==> config.mk <==
export PLATFORM = sky130hd
export DESIGN_NAME = tach_speed_integral_control_flat
export DESIGN_NICKNAME = d
export VERILOG_FILES = /design/src/hdl/tsic_pkg.sv /design/src/hdl/tsic_req_if.sv /design/src/hdl/tsic_rsp_if.sv /design/src/hdl/tsic_csr_if.sv /design/src/hdl/tsic_front.sv /design/src/hdl/tsic_queue.sv /design/src/hdl/tsic_back.sv /design/src/hdl/tach_speed_integral_control.sv /design/src/flat_wrapper.sv
export SDC_FILE = /design/constraint.sdc
export NUM_CORES = 2
export LEC_CHECK = 0
export ABC_CLOCK_PERIOD_IN_PS = 6100
export BUFFER_PORTS_ARGS = -buffer_cell sky130_fd_sc_hd__buf_2
export CORE_UTILIZATION = 28
export CTS_BUF_LIST = sky130_fd_sc_hd__clkbuf_16
export DETAILED_ROUTE_END_ITERATION = 10
export GPL_ROUTABILITY_DRIVEN = 0
export GPL_TIMING_DRIVEN = 0
export REMOVE_ABC_BUFFERS = 1
export SLEW_MARGIN = 5
export SYNTH_ARGS = -nofsm -noshare
export SYNTH_HDL_FRONTEND = slang
export SYNTH_SLANG_ARGS = --single-unit
==> constraint.sdc <==
create_clock -name clock -period 6.1 [get_ports clock]
set_input_delay 0.915 -clock clock [delete_from_list [all_inputs] [get_ports clock]]
set_output_delay 0.915 -clock clock [all_outputs]
set_load 0.05 [all_outputs]
==> src/hdl/tsic_pkg.sv <==
package tsic_pkg;

   localparam int CAPTURE_BITS   = 24;
   localparam int SPEED_BITS     = 28;
   localparam int ERR_BITS       = 29;
   localparam int DUTY_BITS      = 16;
   localparam int ACC_BITS       = 17;
   localparam int GAIN_BITS      = 8;
   localparam int CSR_INDEX_BITS = 3;
   localparam int CSR_DATA_BITS  = 16;
   localparam int GAIN_DIVISOR   = 64;
   localparam int GAIN_SHIFT     = $clog2(GAIN_DIVISOR);
   localparam int PROD_BITS      = GAIN_BITS + 1 + ERR_BITS;
   localparam int QUEUE_DEPTH    = 2;
   localparam int QUEUE_PTR_BITS = $clog2(QUEUE_DEPTH);
   localparam int STEP_BITS      = $clog2(SPEED_BITS);

   localparam logic [SPEED_BITS-1:0] SPEED_NUMERATOR = SPEED_BITS'(200000000);

   localparam logic [CSR_INDEX_BITS-1:0] CSR_TARGET  = CSR_INDEX_BITS'(0);
   localparam logic [CSR_INDEX_BITS-1:0] CSR_GAIN    = CSR_INDEX_BITS'(1);
   localparam logic [CSR_INDEX_BITS-1:0] CSR_FLOOR   = CSR_INDEX_BITS'(2);
   localparam logic [CSR_INDEX_BITS-1:0] CSR_CEILING = CSR_INDEX_BITS'(3);
   localparam logic [CSR_INDEX_BITS-1:0] CSR_BAND    = CSR_INDEX_BITS'(4);

   localparam logic [15:0]          RESET_TARGET  = 16'd0;
   localparam logic [GAIN_BITS-1:0] RESET_GAIN    = GAIN_BITS'(20);
   localparam logic [15:0]          RESET_FLOOR   = 16'd15000;
   localparam logic [15:0]          RESET_CEILING = 16'd39900;
   localparam logic [15:0]          RESET_BAND    = 16'd100;

   typedef struct packed {
      logic [15:0]          setpoint;
      logic [GAIN_BITS-1:0] integral_gain;
      logic [15:0]          duty_floor;
      logic [15:0]          duty_ceiling;
      logic [15:0]          reject_band;
   } cfg_type;

   typedef struct packed {
      logic                    valid;
      logic [CAPTURE_BITS-1:0] period;
   } push_type;

   typedef struct packed {
      logic                    full;
      logic                    not_empty;
      logic [CAPTURE_BITS-1:0] period;
   } q_stat_type;

   typedef enum logic [2:0] {
      ST_IDLE,
      ST_DIVIDE,
      ST_CHECK,
      ST_MULT,
      ST_SUM,
      ST_OUT
   } back_state_type;

endpackage

==> src/hdl/tsic_req_if.sv <==
interface tsic_req_if;
   import tsic_pkg::*;
   logic                    valid;
   logic                    ready;
   logic [CAPTURE_BITS-1:0] capture_time;
   modport source (output valid, output capture_time, input ready);
   modport sink (input valid, input capture_time, output ready);
endinterface

==> src/hdl/tsic_rsp_if.sv <==
interface tsic_rsp_if;
   import tsic_pkg::*;
   logic                       valid;
   logic                       ready;
   logic [DUTY_BITS-1:0]       duty;
   logic [SPEED_BITS-1:0]      speed_out;
   logic signed [ERR_BITS-1:0] speed_error;
   modport source (output valid, output duty, output speed_out, output speed_error,
                   input ready);
   modport sink (input valid, input duty, input speed_out, input speed_error,
                 output ready);
endinterface

==> src/hdl/tsic_csr_if.sv <==
interface tsic_csr_if;
   import tsic_pkg::*;
   logic                      valid;
   logic                      ready;
   logic [CSR_INDEX_BITS-1:0] index;
   logic [CSR_DATA_BITS-1:0]  data;
   modport source (output valid, output index, output data, input ready);
   modport sink (input valid, input index, input data, output ready);
endinterface

==> src/hdl/tsic_front.sv <==
module tsic_front (
   input  logic                 clock,
   input  logic                 reset,
   tsic_req_if.sink             req,
   input  tsic_pkg::q_stat_type q_stat,
   output tsic_pkg::push_type   push
);
   import tsic_pkg::*;

   logic [CAPTURE_BITS-1:0] last_capture_ff;
   logic [CAPTURE_BITS-1:0] last_capture_in;
   logic [CAPTURE_BITS-1:0] period;
   logic                    take;

   assign req.ready = !q_stat.full;
   assign take      = req.valid && req.ready;
   // down-counting timer: older stamp minus newer, wrapping
   assign period    = last_capture_ff - req.capture_time;

   always_comb begin
      last_capture_in = take ? req.capture_time : last_capture_ff;
   end

   // drop zero periods here, queue the rest
   assign push.valid  = take && (period != '0);
   assign push.period = period;

   always_ff @(posedge clock) begin
      if (reset) begin
         last_capture_ff <= '0;
      end else begin
         last_capture_ff <= last_capture_in;
      end
   end

endmodule

==> src/hdl/tsic_queue.sv <==
module tsic_queue (
   input  logic                 clock,
   input  logic                 reset,
   input  tsic_pkg::push_type   push,
   input  logic                 pop,
   output tsic_pkg::q_stat_type q_stat
);
   import tsic_pkg::*;

   logic [CAPTURE_BITS-1:0]   entry_ff [QUEUE_DEPTH];
   logic [QUEUE_PTR_BITS-1:0] wr_ptr_ff, wr_ptr_in;
   logic [QUEUE_PTR_BITS-1:0] rd_ptr_ff, rd_ptr_in;
   logic [QUEUE_PTR_BITS:0]   count_ff, count_in;

   always_comb begin
      wr_ptr_in = wr_ptr_ff;
      rd_ptr_in = rd_ptr_ff;
      count_in  = count_ff;
      if (push.valid) begin
         wr_ptr_in = (wr_ptr_ff == QUEUE_PTR_BITS'(QUEUE_DEPTH - 1)) ? '0 : wr_ptr_ff + 1'b1;
      end
      if (pop) begin
         rd_ptr_in = (rd_ptr_ff == QUEUE_PTR_BITS'(QUEUE_DEPTH - 1)) ? '0 : rd_ptr_ff + 1'b1;
      end
      if (push.valid && !pop) begin
         count_in = count_ff + 1'b1;
      end else if (pop && !push.valid) begin
         count_in = count_ff - 1'b1;
      end
   end

   assign q_stat.full      = (count_ff == (QUEUE_PTR_BITS + 1)'(QUEUE_DEPTH));
   assign q_stat.not_empty = (count_ff != '0);
   assign q_stat.period    = entry_ff[rd_ptr_ff];

   always_ff @(posedge clock) begin
      if (push.valid) begin
         entry_ff[wr_ptr_ff] <= push.period;
      end
   end

   always_ff @(posedge clock) begin
      if (reset) begin
         wr_ptr_ff <= '0;
         rd_ptr_ff <= '0;
         count_ff  <= '0;
      end else begin
         wr_ptr_ff <= wr_ptr_in;
         rd_ptr_ff <= rd_ptr_in;
         count_ff  <= count_in;
      end
   end

endmodule

==> src/hdl/tsic_back.sv <==
module tsic_back (
   input  logic                 clock,
   input  logic                 reset,
   input  tsic_pkg::cfg_type    cfg,
   input  tsic_pkg::q_stat_type q_stat,
   output logic                 pop,
   tsic_rsp_if.source           rsp
);
   import tsic_pkg::*;

   back_state_type state_ff, state_in;

   logic [STEP_BITS-1:0]        step_ff, step_in;
   logic [CAPTURE_BITS-1:0]     divisor_ff, divisor_in;
   logic [CAPTURE_BITS-1:0]     rem_ff, rem_in;
   logic [SPEED_BITS-1:0]       quot_ff, quot_in;
   logic [SPEED_BITS-1:0]       held_ff, held_in;
   logic [ERR_BITS-1:0]         err_ff, err_in;
   logic signed [PROD_BITS-1:0] prod_ff, prod_in;
   logic signed [PROD_BITS-1:0] sum_ff, sum_in;
   logic [ACC_BITS-1:0]         duty_acc_ff, duty_acc_in;
   logic                        rsp_valid_ff, rsp_valid_in;
   logic [DUTY_BITS-1:0]        duty_ff, duty_in;
   logic [SPEED_BITS-1:0]       speed_ff, speed_in;
   logic [ERR_BITS-1:0]         error_ff, error_in;

   logic load_div, div_step, check_en, mult_en, sum_en, out_en;
   logic div_last, out_free, reject;

   logic [CAPTURE_BITS:0]       trial, diff;
   logic                        ge;
   logic [SPEED_BITS:0]         upper;
   logic [SPEED_BITS-1:0]       lower;
   logic signed [PROD_BITS-1:0] bias, adj, scaled;
   logic signed [PROD_BITS-1:0] floor_ext, ceil_ext, lo_clamp, clamped;

   assign div_last = (step_ff == STEP_BITS'(SPEED_BITS - 1));
   assign out_free = !rsp_valid_ff || rsp.ready;

   // band test against the held speed; lower bound clamps at zero
   always_comb begin
      upper  = (SPEED_BITS + 1)'(held_ff) + (SPEED_BITS + 1)'(cfg.reject_band);
      lower  = (held_ff >= SPEED_BITS'(cfg.reject_band)) ?
               held_ff - SPEED_BITS'(cfg.reject_band) : '0;
      reject = (held_ff != '0) &&
               (((SPEED_BITS + 1)'(quot_ff) >= upper) || (quot_ff <= lower));
   end

   // next state
   always_comb begin
      state_in = state_ff;
      case (state_ff)
         ST_IDLE:   if (q_stat.not_empty) state_in = ST_DIVIDE;
         ST_DIVIDE: if (div_last) state_in = ST_CHECK;
         ST_CHECK:  state_in = reject ? ST_IDLE : ST_MULT;
         ST_MULT:   state_in = ST_SUM;
         ST_SUM:    state_in = ST_OUT;
         ST_OUT:    if (out_free) state_in = ST_IDLE;
         default:   state_in = ST_IDLE;
      endcase
   end

   // control outputs
   always_comb begin
      pop      = 1'b0;
      load_div = 1'b0;
      div_step = 1'b0;
      check_en = 1'b0;
      mult_en  = 1'b0;
      sum_en   = 1'b0;
      out_en   = 1'b0;
      case (state_ff)
         ST_IDLE: begin
            pop      = q_stat.not_empty;
            load_div = q_stat.not_empty;
         end
         ST_DIVIDE: div_step = 1'b1;
         ST_CHECK:  check_en = !reject;
         ST_MULT:   mult_en  = 1'b1;
         ST_SUM:    sum_en   = 1'b1;
         ST_OUT:    out_en   = out_free;
         default: begin
            pop = 1'b0;
         end
      endcase
   end

   // restoring divider, one quotient bit a cycle
   always_comb begin
      trial = {rem_ff, quot_ff[SPEED_BITS-1]};
      diff  = trial - {1'b0, divisor_ff};
      ge    = (trial >= {1'b0, divisor_ff});
   end

   always_comb begin
      step_in    = step_ff;
      divisor_in = divisor_ff;
      rem_in     = rem_ff;
      quot_in    = quot_ff;
      if (load_div) begin
         step_in    = '0;
         divisor_in = q_stat.period;
         rem_in     = '0;
         quot_in    = SPEED_NUMERATOR;
      end else if (div_step) begin
         step_in = step_ff + 1'b1;
         rem_in  = ge ? diff[CAPTURE_BITS-1:0] : trial[CAPTURE_BITS-1:0];
         quot_in = {quot_ff[SPEED_BITS-2:0], ge};
      end
   end

   always_comb begin
      held_in = check_en ? quot_ff : held_ff;
      err_in  = check_en ? ERR_BITS'(cfg.setpoint) - ERR_BITS'(quot_ff) : err_ff;
      prod_in = mult_en ? $signed({1'b0, cfg.integral_gain}) * $signed(err_ff) : prod_ff;
   end

   // scale toward zero, then add the integrator
   always_comb begin
      bias   = prod_ff[PROD_BITS-1] ? PROD_BITS'(GAIN_DIVISOR - 1) : '0;
      adj    = prod_ff + bias;
      scaled = adj >>> GAIN_SHIFT;
      sum_in = sum_en ? scaled + $signed(PROD_BITS'(duty_acc_ff)) : sum_ff;
   end

   // floor first, ceiling after
   always_comb begin
      floor_ext = $signed(PROD_BITS'(cfg.duty_floor));
      ceil_ext  = $signed(PROD_BITS'(cfg.duty_ceiling));
      lo_clamp  = (sum_ff < floor_ext) ? floor_ext : sum_ff;
      clamped   = (lo_clamp > ceil_ext) ? ceil_ext : lo_clamp;
   end

   always_comb begin
      duty_acc_in  = duty_acc_ff;
      duty_in      = duty_ff;
      speed_in     = speed_ff;
      error_in     = error_ff;
      rsp_valid_in = rsp_valid_ff && !rsp.ready;
      if (out_en) begin
         duty_acc_in  = ACC_BITS'(clamped);
         duty_in      = clamped[DUTY_BITS-1:0];
         speed_in     = held_ff;
         error_in     = err_ff;
         rsp_valid_in = 1'b1;
      end
   end

   assign rsp.valid       = rsp_valid_ff;
   assign rsp.duty        = duty_ff;
   assign rsp.speed_out   = speed_ff;
   assign rsp.speed_error = $signed(error_ff);

   always_ff @(posedge clock) begin
      divisor_ff <= divisor_in;
      rem_ff     <= rem_in;
      quot_ff    <= quot_in;
      err_ff     <= err_in;
      prod_ff    <= prod_in;
      sum_ff     <= sum_in;
      duty_ff    <= duty_in;
      speed_ff   <= speed_in;
      error_ff   <= error_in;
   end

   always_ff @(posedge clock) begin
      if (reset) begin
         state_ff     <= ST_IDLE;
         step_ff      <= '0;
         held_ff      <= '0;
         duty_acc_ff  <= '0;
         rsp_valid_ff <= 1'b0;
      end else begin
         state_ff     <= state_in;
         step_ff      <= step_in;
         held_ff      <= held_in;
         duty_acc_ff  <= duty_acc_in;
         rsp_valid_ff <= rsp_valid_in;
      end
   end

endmodule

==> src/hdl/tach_speed_integral_control.sv <==
// Tachometer speed measurement with an integral duty controller.
// req carries one capture_time word per tachometer edge, latched from a
// down-counting 24-bit timer. The front end turns it into a period against
// the previous capture (the first from zero), drops zero periods and queues
// the rest in a two-entry queue. The back end divides 200000000 by the
// period with a restoring divider, one quotient bit a cycle, tests the new
// speed against the held speed and the reject band, then updates the duty
// integrator and offers duty, speed_out and speed_error on rsp. A rejected
// sample produces no rsp word.
// The back end works on one sample at a time: pop, the 28 divider steps,
// band check, multiply, sum and output; it pops the next only after the
// output step, or after the band check for a rejected sample.
// csr is always ready; write registers only while no sample is in flight.
// Reset (synchronous) clears the last capture, held speed and integrator
// and loads the register defaults. A stalled rsp holds its word; the back
// end waits in its output step while the queue goes on taking req words
// until full, when req.ready drops.
module tach_speed_integral_control (
   input logic        clock,
   input logic        reset,
   tsic_req_if.sink   req,
   tsic_rsp_if.source rsp,
   tsic_csr_if.sink   csr
);
   import tsic_pkg::*;

   cfg_type    cfg_ff, cfg_in;
   push_type   push;
   q_stat_type q_stat;
   logic       pop;

   // registers take every word; unknown indexes are dropped
   assign csr.ready = 1'b1;

   always_comb begin
      cfg_in = cfg_ff;
      if (csr.valid && csr.ready) begin
         case (csr.index)
            CSR_TARGET:  cfg_in.setpoint      = csr.data;
            CSR_GAIN:    cfg_in.integral_gain = csr.data[GAIN_BITS-1:0];
            CSR_FLOOR:   cfg_in.duty_floor    = csr.data;
            CSR_CEILING: cfg_in.duty_ceiling  = csr.data;
            CSR_BAND:    cfg_in.reject_band   = csr.data;
            default:     cfg_in = cfg_ff;
         endcase
      end
   end

   always_ff @(posedge clock) begin
      if (reset) begin
         cfg_ff.setpoint      <= RESET_TARGET;
         cfg_ff.integral_gain <= RESET_GAIN;
         cfg_ff.duty_floor    <= RESET_FLOOR;
         cfg_ff.duty_ceiling  <= RESET_CEILING;
         cfg_ff.reject_band   <= RESET_BAND;
      end else begin
         cfg_ff <= cfg_in;
      end
   end

   // front end: period and zero-period filter
   tsic_front u_front (
      .clock  (clock),
      .reset  (reset),
      .req    (req),
      .q_stat (q_stat),
      .push   (push)
   );

   // decoupling queue between front and back
   tsic_queue u_queue (
      .clock  (clock),
      .reset  (reset),
      .push   (push),
      .pop    (pop),
      .q_stat (q_stat)
   );

   // back end: divider, band test, integrator, output register
   tsic_back u_back (
      .clock  (clock),
      .reset  (reset),
      .cfg    (cfg_ff),
      .q_stat (q_stat),
      .pop    (pop),
      .rsp    (rsp)
   );

   // a queued period is visible to the back end on the next cycle
   a_push_lands: assert property (@(posedge clock) disable iff (reset)
      push.valid |=> q_stat.not_empty)
      else $error("queued period lost");

   // the front end never pushes into a full queue
   a_no_overflow: assert property (@(posedge clock) disable iff (reset)
      push.valid |-> !q_stat.full)
      else $error("push into full queue");

   // any delivered speed comes from a nonzero period below 2^24
   a_speed_range: assert property (@(posedge clock) disable iff (reset)
      rsp.valid |-> (rsp.speed_out != '0) && (rsp.speed_out <= SPEED_NUMERATOR))
      else $error("speed out of range");

endmodule
==> src/flat_wrapper.sv <==
// flat-port wrapper written by rule: the top's interface ports become plain ports
module tach_speed_integral_control_flat import tsic_pkg::*;
  (clock, reset, req_valid, req_capture_time, req_ready, rsp_valid, rsp_duty, rsp_speed_out, rsp_speed_error, rsp_ready, csr_valid, csr_index, csr_data, csr_ready);
  tsic_req_if req_i ();
  tsic_rsp_if rsp_i ();
  tsic_csr_if csr_i ();
  input logic clock;
  input logic reset;
  input wire logic [$bits(req_i.valid)-1:0] req_valid;
  input wire logic [$bits(req_i.capture_time)-1:0] req_capture_time;
  output wire logic [$bits(req_i.ready)-1:0] req_ready;
  output wire logic [$bits(rsp_i.valid)-1:0] rsp_valid;
  output wire logic [$bits(rsp_i.duty)-1:0] rsp_duty;
  output wire logic [$bits(rsp_i.speed_out)-1:0] rsp_speed_out;
  output wire logic [$bits(rsp_i.speed_error)-1:0] rsp_speed_error;
  input wire logic [$bits(rsp_i.ready)-1:0] rsp_ready;
  input wire logic [$bits(csr_i.valid)-1:0] csr_valid;
  input wire logic [$bits(csr_i.index)-1:0] csr_index;
  input wire logic [$bits(csr_i.data)-1:0] csr_data;
  output wire logic [$bits(csr_i.ready)-1:0] csr_ready;
  assign req_i.valid = req_valid;
  assign req_i.capture_time = req_capture_time;
  assign req_ready = req_i.ready;
  assign rsp_valid = rsp_i.valid;
  assign rsp_duty = rsp_i.duty;
  assign rsp_speed_out = rsp_i.speed_out;
  assign rsp_speed_error = rsp_i.speed_error;
  assign rsp_i.ready = rsp_ready;
  assign csr_i.valid = csr_valid;
  assign csr_i.index = csr_index;
  assign csr_i.data = csr_data;
  assign csr_ready = csr_i.ready;
  tach_speed_integral_control u_core (.clock(clock), .reset(reset), .req(req_i), .rsp(rsp_i), .csr(csr_i));
endmodule
=== After elaboration in Yosys (flattened, before gate mapping) ===
Memories as Yosys holds them, arrays and structs flattened. A register that Yosys moved wholly into a read port is not among the register bits.
Cells that the tools add are included.

* Bits in registers: 384
* Bits in writable memories: 48
* Output and inout port bits: 76
* Input port bits: 48
* Word-level logic and storage cells: 106
* Memories kept: 1

{| class="wikitable"
|+ Memories
! memory !! words !! bits a word !! read ports !! clocked after memory_dff !! wr ports !! line !! RTL
|-
| u_core.u_queue.entry_ff || 2 || 24 || 1 || 1 || 1 || tsic_queue.sv:10 || <nowiki>logic [CAPTURE_BITS-1:0] entry_ff [QUEUE_DEPTH];</nowiki>
|}

* Multiplexer cells: 23
* Magnitude comparators: 6
* Reductions and logical operators: 27
* Equal/unequal tests: 14
* $mul: 1
* $add $sub $neg: 12

{| class="wikitable"
|+ Operator list
! operator !! count
|-
| 24-bit subtractor || 2
|-
| 38-bit by 7-bit adder with 38-bit output || 1
|-
| 38-bit by 17-bit > comparator with 1-bit output || 1
|-
| 38-bit by 17-bit < comparator with 1-bit output || 1
|-
| 9-bit by 29-bit multiplier with 38-bit output || 1
|-
| 38-bit two-way mux || 1
|-
| 32-bit by 18-bit adder with 33-bit output || 1
|-
| 28-bit by 16-bit adder with 29-bit output || 1
|-
| 28-bit by 29-bit greater-or-equal comparator with 1-bit output || 1
|-
| 16-bit by 28-bit subtractor with 29-bit output || 1
|-
| 28-bit by 16-bit greater-or-equal comparator with 1-bit output || 1
|-
| 28-bit <= comparator || 1
|-
| 28-bit two-way mux || 1
|-
| 28-bit nonzero test || 1
|-
| 28-bit by 16-bit subtractor with 28-bit output || 1
|-
| 25-bit by 24-bit greater-or-equal comparator with 1-bit output || 1
|-
| 24-bit two-way mux || 1
|-
| 24-bit nonzero test || 1
|-
| 3-bit one-hot mux with 6 select lines || 1
|-
| 17-bit two-way mux || 1
|-
| 3-bit by 2-bit == test with 1-bit output (second input constant) || 4
|-
| 1-bit two-way mux || 11
|-
| 2-bit AND reduction || 5
|-
| 3-bit == test (second input constant) || 3
|-
| 18 further kinds || 39
|}

=== Logic depth before layout (Yosys ltp) ===
* Depth after elaboration: 8
* Mapped depth: 29
* Mapped depth without buffers: 26

=== Modules after synthesis ===
From an unflattened synthesis, not the netlist that was laid out.

* Cell total of the unflattened synthesis: 3416
* Area, all modules: 33221.9 um2

{| class="wikitable"
|+ Modules (own cells, without submodules)
! module !! sequential area each (um2) !! times used !! area each (um2) !! cells each
|-
| tsic_back || 8037.7 || 1 || 26128.8 || 2730
|-
| tach_speed_integral_control || 1441.4 || 1 || 2926.6 || 279
|-
| tsic_front || 480.5 || 1 || 2224.6 || 310
|-
| tsic_queue || 1541.5 || 1 || 1941.9 || 97
|}

=== Worst setup path before layout ===
No wires, ideal clock.

* Path type: reg2reg
* From: reg u_core.u_back.sum_ff[7]
* To: reg u_core.u_back.duty_ff[10], in the netlist u_core.u_back.rsp.duty[10], data pin
* Stages on the path, launching flop included: 29
* Buffers on the path: 4
* Arrival time: 5.478 ns
* Path slack: 0.355 ns
* Period minus slack after synthesis: 5.745 ns
* Required time: 5.833 ns
* Library setup time: 0.267 ns
* Cell sequence: edfxtp_1 ha_1 a21o_1 a21oi_1 nor2b_1 o21ai_0 nand2b_1 a21oi_1 o31ai_1 a21o_1 a21o_1 a311oi_1 ha_1 clkbuf_1 buf_1 mux2_2 ha_1 nor2b_1 o21a_1 o21a_1 o21ai_1 nand2b_1 a21oi_1 o21ai_1 a2111oi_0 o31ai_1 clkbuf_1 clkbuf_1 a21oi_1

* Word-level cells in the longest chain between the ends: 4

{| class="wikitable"
|+ Ends and longest elaborated chain
! element !! line !! RTL
|-
| from (decl) || tsic_back.sv:20 || <nowiki>logic signed [PROD_BITS-1:0] sum_ff, sum_in;</nowiki>
|-
| from (signal assigned) || tsic_back.sv:160 || <nowiki>sum_ff <= sum_in;</nowiki>
|-
| 38-bit by 17-bit < comparator with 1-bit output || tsic_back.sv:130 || <nowiki>lo_clamp = (sum_ff < floor_ext) ? floor_ext : sum_ff;</nowiki>
|-
| 38-bit two-way mux * || tsic_back.sv:130 ||
|-
| 38-bit by 17-bit > comparator with 1-bit output || tsic_back.sv:131 || <nowiki>clamped = (lo_clamp > ceil_ext) ? ceil_ext : lo_clamp;</nowiki>
|-
| 17-bit two-way mux * || tsic_back.sv:131 ||
|-
| via u_core.u_back.clamped[10] || tsic_back.sv:35 || <nowiki>logic signed [PROD_BITS-1:0] floor_ext, ceil_ext, lo_clamp, clamped;</nowiki>
|-
| to (signal assigned) || tsic_back.sv:161 || <nowiki>duty_ff <= duty_in;</nowiki>
|-
| to (decl) || tsic_back.sv:23 || <nowiki>logic [DUTY_BITS-1:0] duty_ff, duty_in;</nowiki>
|}

Mark *: on every way through the listed nets, which the timed path passes. The rest lies on a longest branch.
A chain may end at the register's enable or synchronous reset.

=== Worst setup path after layout ===
* From: reg u_core.u_back.sum_ff[1]
* To: reg u_core.u_back.duty_acc_ff[0]

* Word-level cells in the longest chain between the ends: 4

{| class="wikitable"
|+ Ends and longest elaborated chain
! element !! line !! RTL
|-
| 38-bit by 17-bit < comparator with 1-bit output || tsic_back.sv:130 ||
|-
| 38-bit two-way mux * || tsic_back.sv:130 ||
|-
| 38-bit by 17-bit > comparator with 1-bit output || tsic_back.sv:131 ||
|-
| 17-bit two-way mux * || tsic_back.sv:131 ||
|-
| to (signal assigned) || tsic_back.sv:177 || <nowiki>duty_acc_ff <= duty_acc_in;</nowiki>
|-
| to (decl) || tsic_back.sv:21 || <nowiki>logic [ACC_BITS-1:0] duty_acc_ff, duty_acc_in;</nowiki>
|}

Mark *: on every way between the ends. The rest lies on a longest branch, timed or not.

==> flow_summary.toml <==
[critical_path]
path_class = "reg2reg"
crit_path_end_kind = "register"
max_stage_delay_ns = 0.49
r2r-end = "u_core.u_back.duty_acc_ff[0]"
reg2reg_from = "u_core.u_back.sum_ff[1]"
ff2ff_setup_slack_ns = 0.24
crit_path_start_kind = "register"
r2r_cells = 27
worst_ep_arrival_time_ns = 6.43
critical_path_required_ns = 6.67
cp_slowest_cell = "a2111oi_4"
crit_fanout = 23

[power_and_ir_drop]
vdd_drop_max_mv = 0.205
p_clk_share_pct = 30.6
intPower_mw = 6.95
cellPowerDensity_nw_per_um2 = 283
total_leakage_power_nw = 15.9
power.switching_mw = 3.53
p_comb_share_pct = 31.5
seqPwrFrac_pct = 37.9
p_total_mw = 10.5
switching_share_pct = 33.7

[synth]
synth_top_area_share_pct = 22.6
synth_area_per_cell_sq_um = 9.46
yosysWarningCount = 0
synth-seq-cells = 451
yosysSeqAreaShare_pct = 35.2
synth_flop_cell = "edfxtp_1"
synth_edf_count = 245
synthCells = 3445
synthTopCellsByArea = "edfxtp_1 23%, dfxtp_1 13%, fa_1 11%"
synth_cell_types = 80
netlist_area_sq_um = 32600
synth_largest_area_cell = "edfxtp_1"
synthArstFlopShare_pct = 0

[grt]
met1_usage_pct = 19.2
antenna_found_initial = 5
grt_max_degree = 105
use_met3_pct = 1.62
grt_overflow_total = 0
met2_usage_pct = 23.6
grt_usage_pct = 14.1
grt_pass1_vias = 23900
grt-busiest-layer = "met2"
grt_pass1_wl_um = 132000

[routing]
antenna_left = 0
wl_per_cell_um = 16.4
drt-pass1-iter-count = 5
drc_errors = 0
routed_wl_um = 83300
via_count = 24400
drt_iter0_drc = 1424
via_per_inst = 4.80

[timing]
clock.fmax_mhz = 171
final-hold-violation-count = 0
fin_crit_ns = 5.86
fin_crit_sh_pct = 96.1
timing.hold.ws_ns = 0.456
setup_viol = 0
worst_slack_ns = 0.240
fin_skew_ns = 0.0341
slew_viol_final = 0
tightest_slew_ns = 1.31
relSlewSlack_pct = 12.5

[placed_design]
portBuffers = 122
hpwl_um = 61900
post-place-ws_ns = -0.716

[layout]
drive_above_1_share_pct = 9.23
regArea_sq_um = 11500
nFillCells = 11800
utilization_pct = 32.2
layout_commonest_cell = "nand2_1"
syn2layout_area_growth_pct = 13.6
multi_input_area_sq_um = 19200
num-nets-final = 4051
final_cell_mix = "436 x nand2_1, 406 x inv_1, 282 x ha_1, 245 x edfxtp_1, 243 x a21oi_1"

[clock_tree]
htree_levels = 2
clk_latency_ns = 0.63
postCtsHoldBufs = 0
cts.path.max_buffers = 3
clkSinkCount = 451
cts_tree = "built"
root_buffer = "clkbuf_16"
cts_made_buffers = 49
clkSlewWorstSetupHoldPaths_ns = 0.06

[floorplan]
die_h_um = 343
start_util_pct = 28.4
core_area_sq_um = 115000
die_x_um = 343
dieArea_sq_um = 118000
rows = 124
pin_count = 124

[run_status]
status = "completed"

[hold_path]
hold_start = "u_core.u_front.last_capture_ff[0]"
min_path_type = "reg2reg"
whs_path_depth = 2
hold_end = "u_core.u_front.last_capture_ff[0]"

[flow_run]
drv_cap = 0
[synthesized netlist by cell type, types with 5 or more instances]
library cell and number:
ha_1 283, a211o_1 5, edfxtp_1 245, and3_1 19, xor2_1 50, clkbuf_1 114, nand3_1 63, mux2i_1 57
a211oi_1 17, buf_1 6, o211ai_1 37, buf_4 5, inv_1 398, nand4_1 52, o21bai_1 21, nand2b_1 28
o31ai_1 7, nor2b_1 34, fa_1 186, o311ai_1 12, mux2_2 39, o21ai_1 20, dfxtp_1 206, a21o_1 81
nor4_1 20, o311ai_0 9, a31oi_1 9, nand3b_1 6, nor2_1 182, o21ai_0 69, or3_1 20, xnor2_1 139
a2111oi_0 5, and2_1 159, a221oi_1 5, a21oi_1 244, o21a_1 28, nor3_1 48, nand2_1 436, or4_1 7
[power groups by stage]
stage / Combinational [mW] / Clock (mW) / Sequential (mW)
2_1_floorplan: 2.54 / 0 / 3.92
3_3_place_gp: 3.21 / 0 / 4.03
3_5_place_dp: 3.28 / 0 / 4.04
4_1_cts: 3.31 / 3.28 / 3.98
5_1_grt: 3.73 / 3.40 / 4.02
6_report: 3.30 / 3.21 / 3.97
[cell type report]
class | instances | area share [%]
diodes | 2 | 0.0135
clock buffers | 50 | 3.38
clock inverters | 41 | 1.29
inverters | 400 | 4.07
multi-input cells | 2467 | 51.9
flip-flops and latches | 451 | 31.1
well taps | 1512 | 5.11
repair buffers | 165 | 3.09
[logic make-up after synthesis]
family | synth area share [%]
buf+inv | 6.15
xor+xnor | 5.08
fa+ha+maj | 22.3
flops | 35.2
mux | 3.10
other cells | 0.0115
compound gates | 12.1
simple gates | 15.9
[stage by stage]
step                area, sq um  setup TNS, ns  cells
floorplan                 32100        -133.74   3317
global route              37000         -0.449   5086
detailed placement        35000         -34.14   4968
CTS                       36700        -0.0155   5061
global placement          34600        -472.27   4951
finish                    37000              0   5088
[worst max-delay path: cells and delay by family, from the launching register on]
kind                       cells  cell delay, ns
adders and majority gates      3            0.87
DFF                            1            0.39
muxes                          1            0.39
AOI/OAI and AO/OA             16            3.14
buffers and inverters          2            0.35
and+or+nand+nor                5            0.64
[routing by layer]
layer	wire [um]	share of wire, %
met4	1830	2.2
met3	4030	4.8
met1	38100	46
met2	39400	47
met5	13	0.016
[sequential cells by signal, summed over array words and instances (netlist names), 17 cells and up]
name,cells
u_core.cfg_ff,72
u_core.u_back.divisor_ff,24
u_core.u_back.duty_acc_ff,17
u_core.u_back.err_ff,29
u_core.u_back.held_ff,28
u_core.u_back.prod_ff,38
u_core.u_back.quot_ff,28
u_core.u_back.rem_ff,24
u_core.u_back.rsp.speed_error,29
u_core.u_back.rsp.speed_out,28
u_core.u_back.sum_ff,33
u_core.u_front.last_capture_ff,24
u_core.u_queue.entry_ff,48
[timing repair]
item,in CTS,in global routing
pin swaps,2,5
cloned,0,1
endpoints found under the setup margin,92,94
setup buffers,2,24
endpoints found under the hold margin,0,0
resized for setup,11,19
[worst max-delay path by stage]
stage / depth (start not counted) / to / slack [ns] / start
after floorplan: 24 / u_core.u_back.duty_acc_ff[14] / -2.05 / u_core.u_back.sum_ff[7]
after global placement: 24 / u_core.u_back.rsp.duty[14] / -5.54 / u_core.u_back.sum_ff[1]
after detailed placement: 25 / u_core.u_back.rsp.duty[9] / -0.72 / u_core.u_back.sum_ff[1]
after CTS: 25 / u_core.u_back.rsp.duty[9] / -0.02 / u_core.u_back.sum_ff[1]
after global routing: 29 / u_core.u_back.held_ff[14] / -0.11 / u_core.u_back.held_ff[0]
final: 27 / u_core.u_back.duty_acc_ff[0] / 0.24 / u_core.u_back.sum_ff[1]
Note: power is estimated with default switching activity, not from simulation.
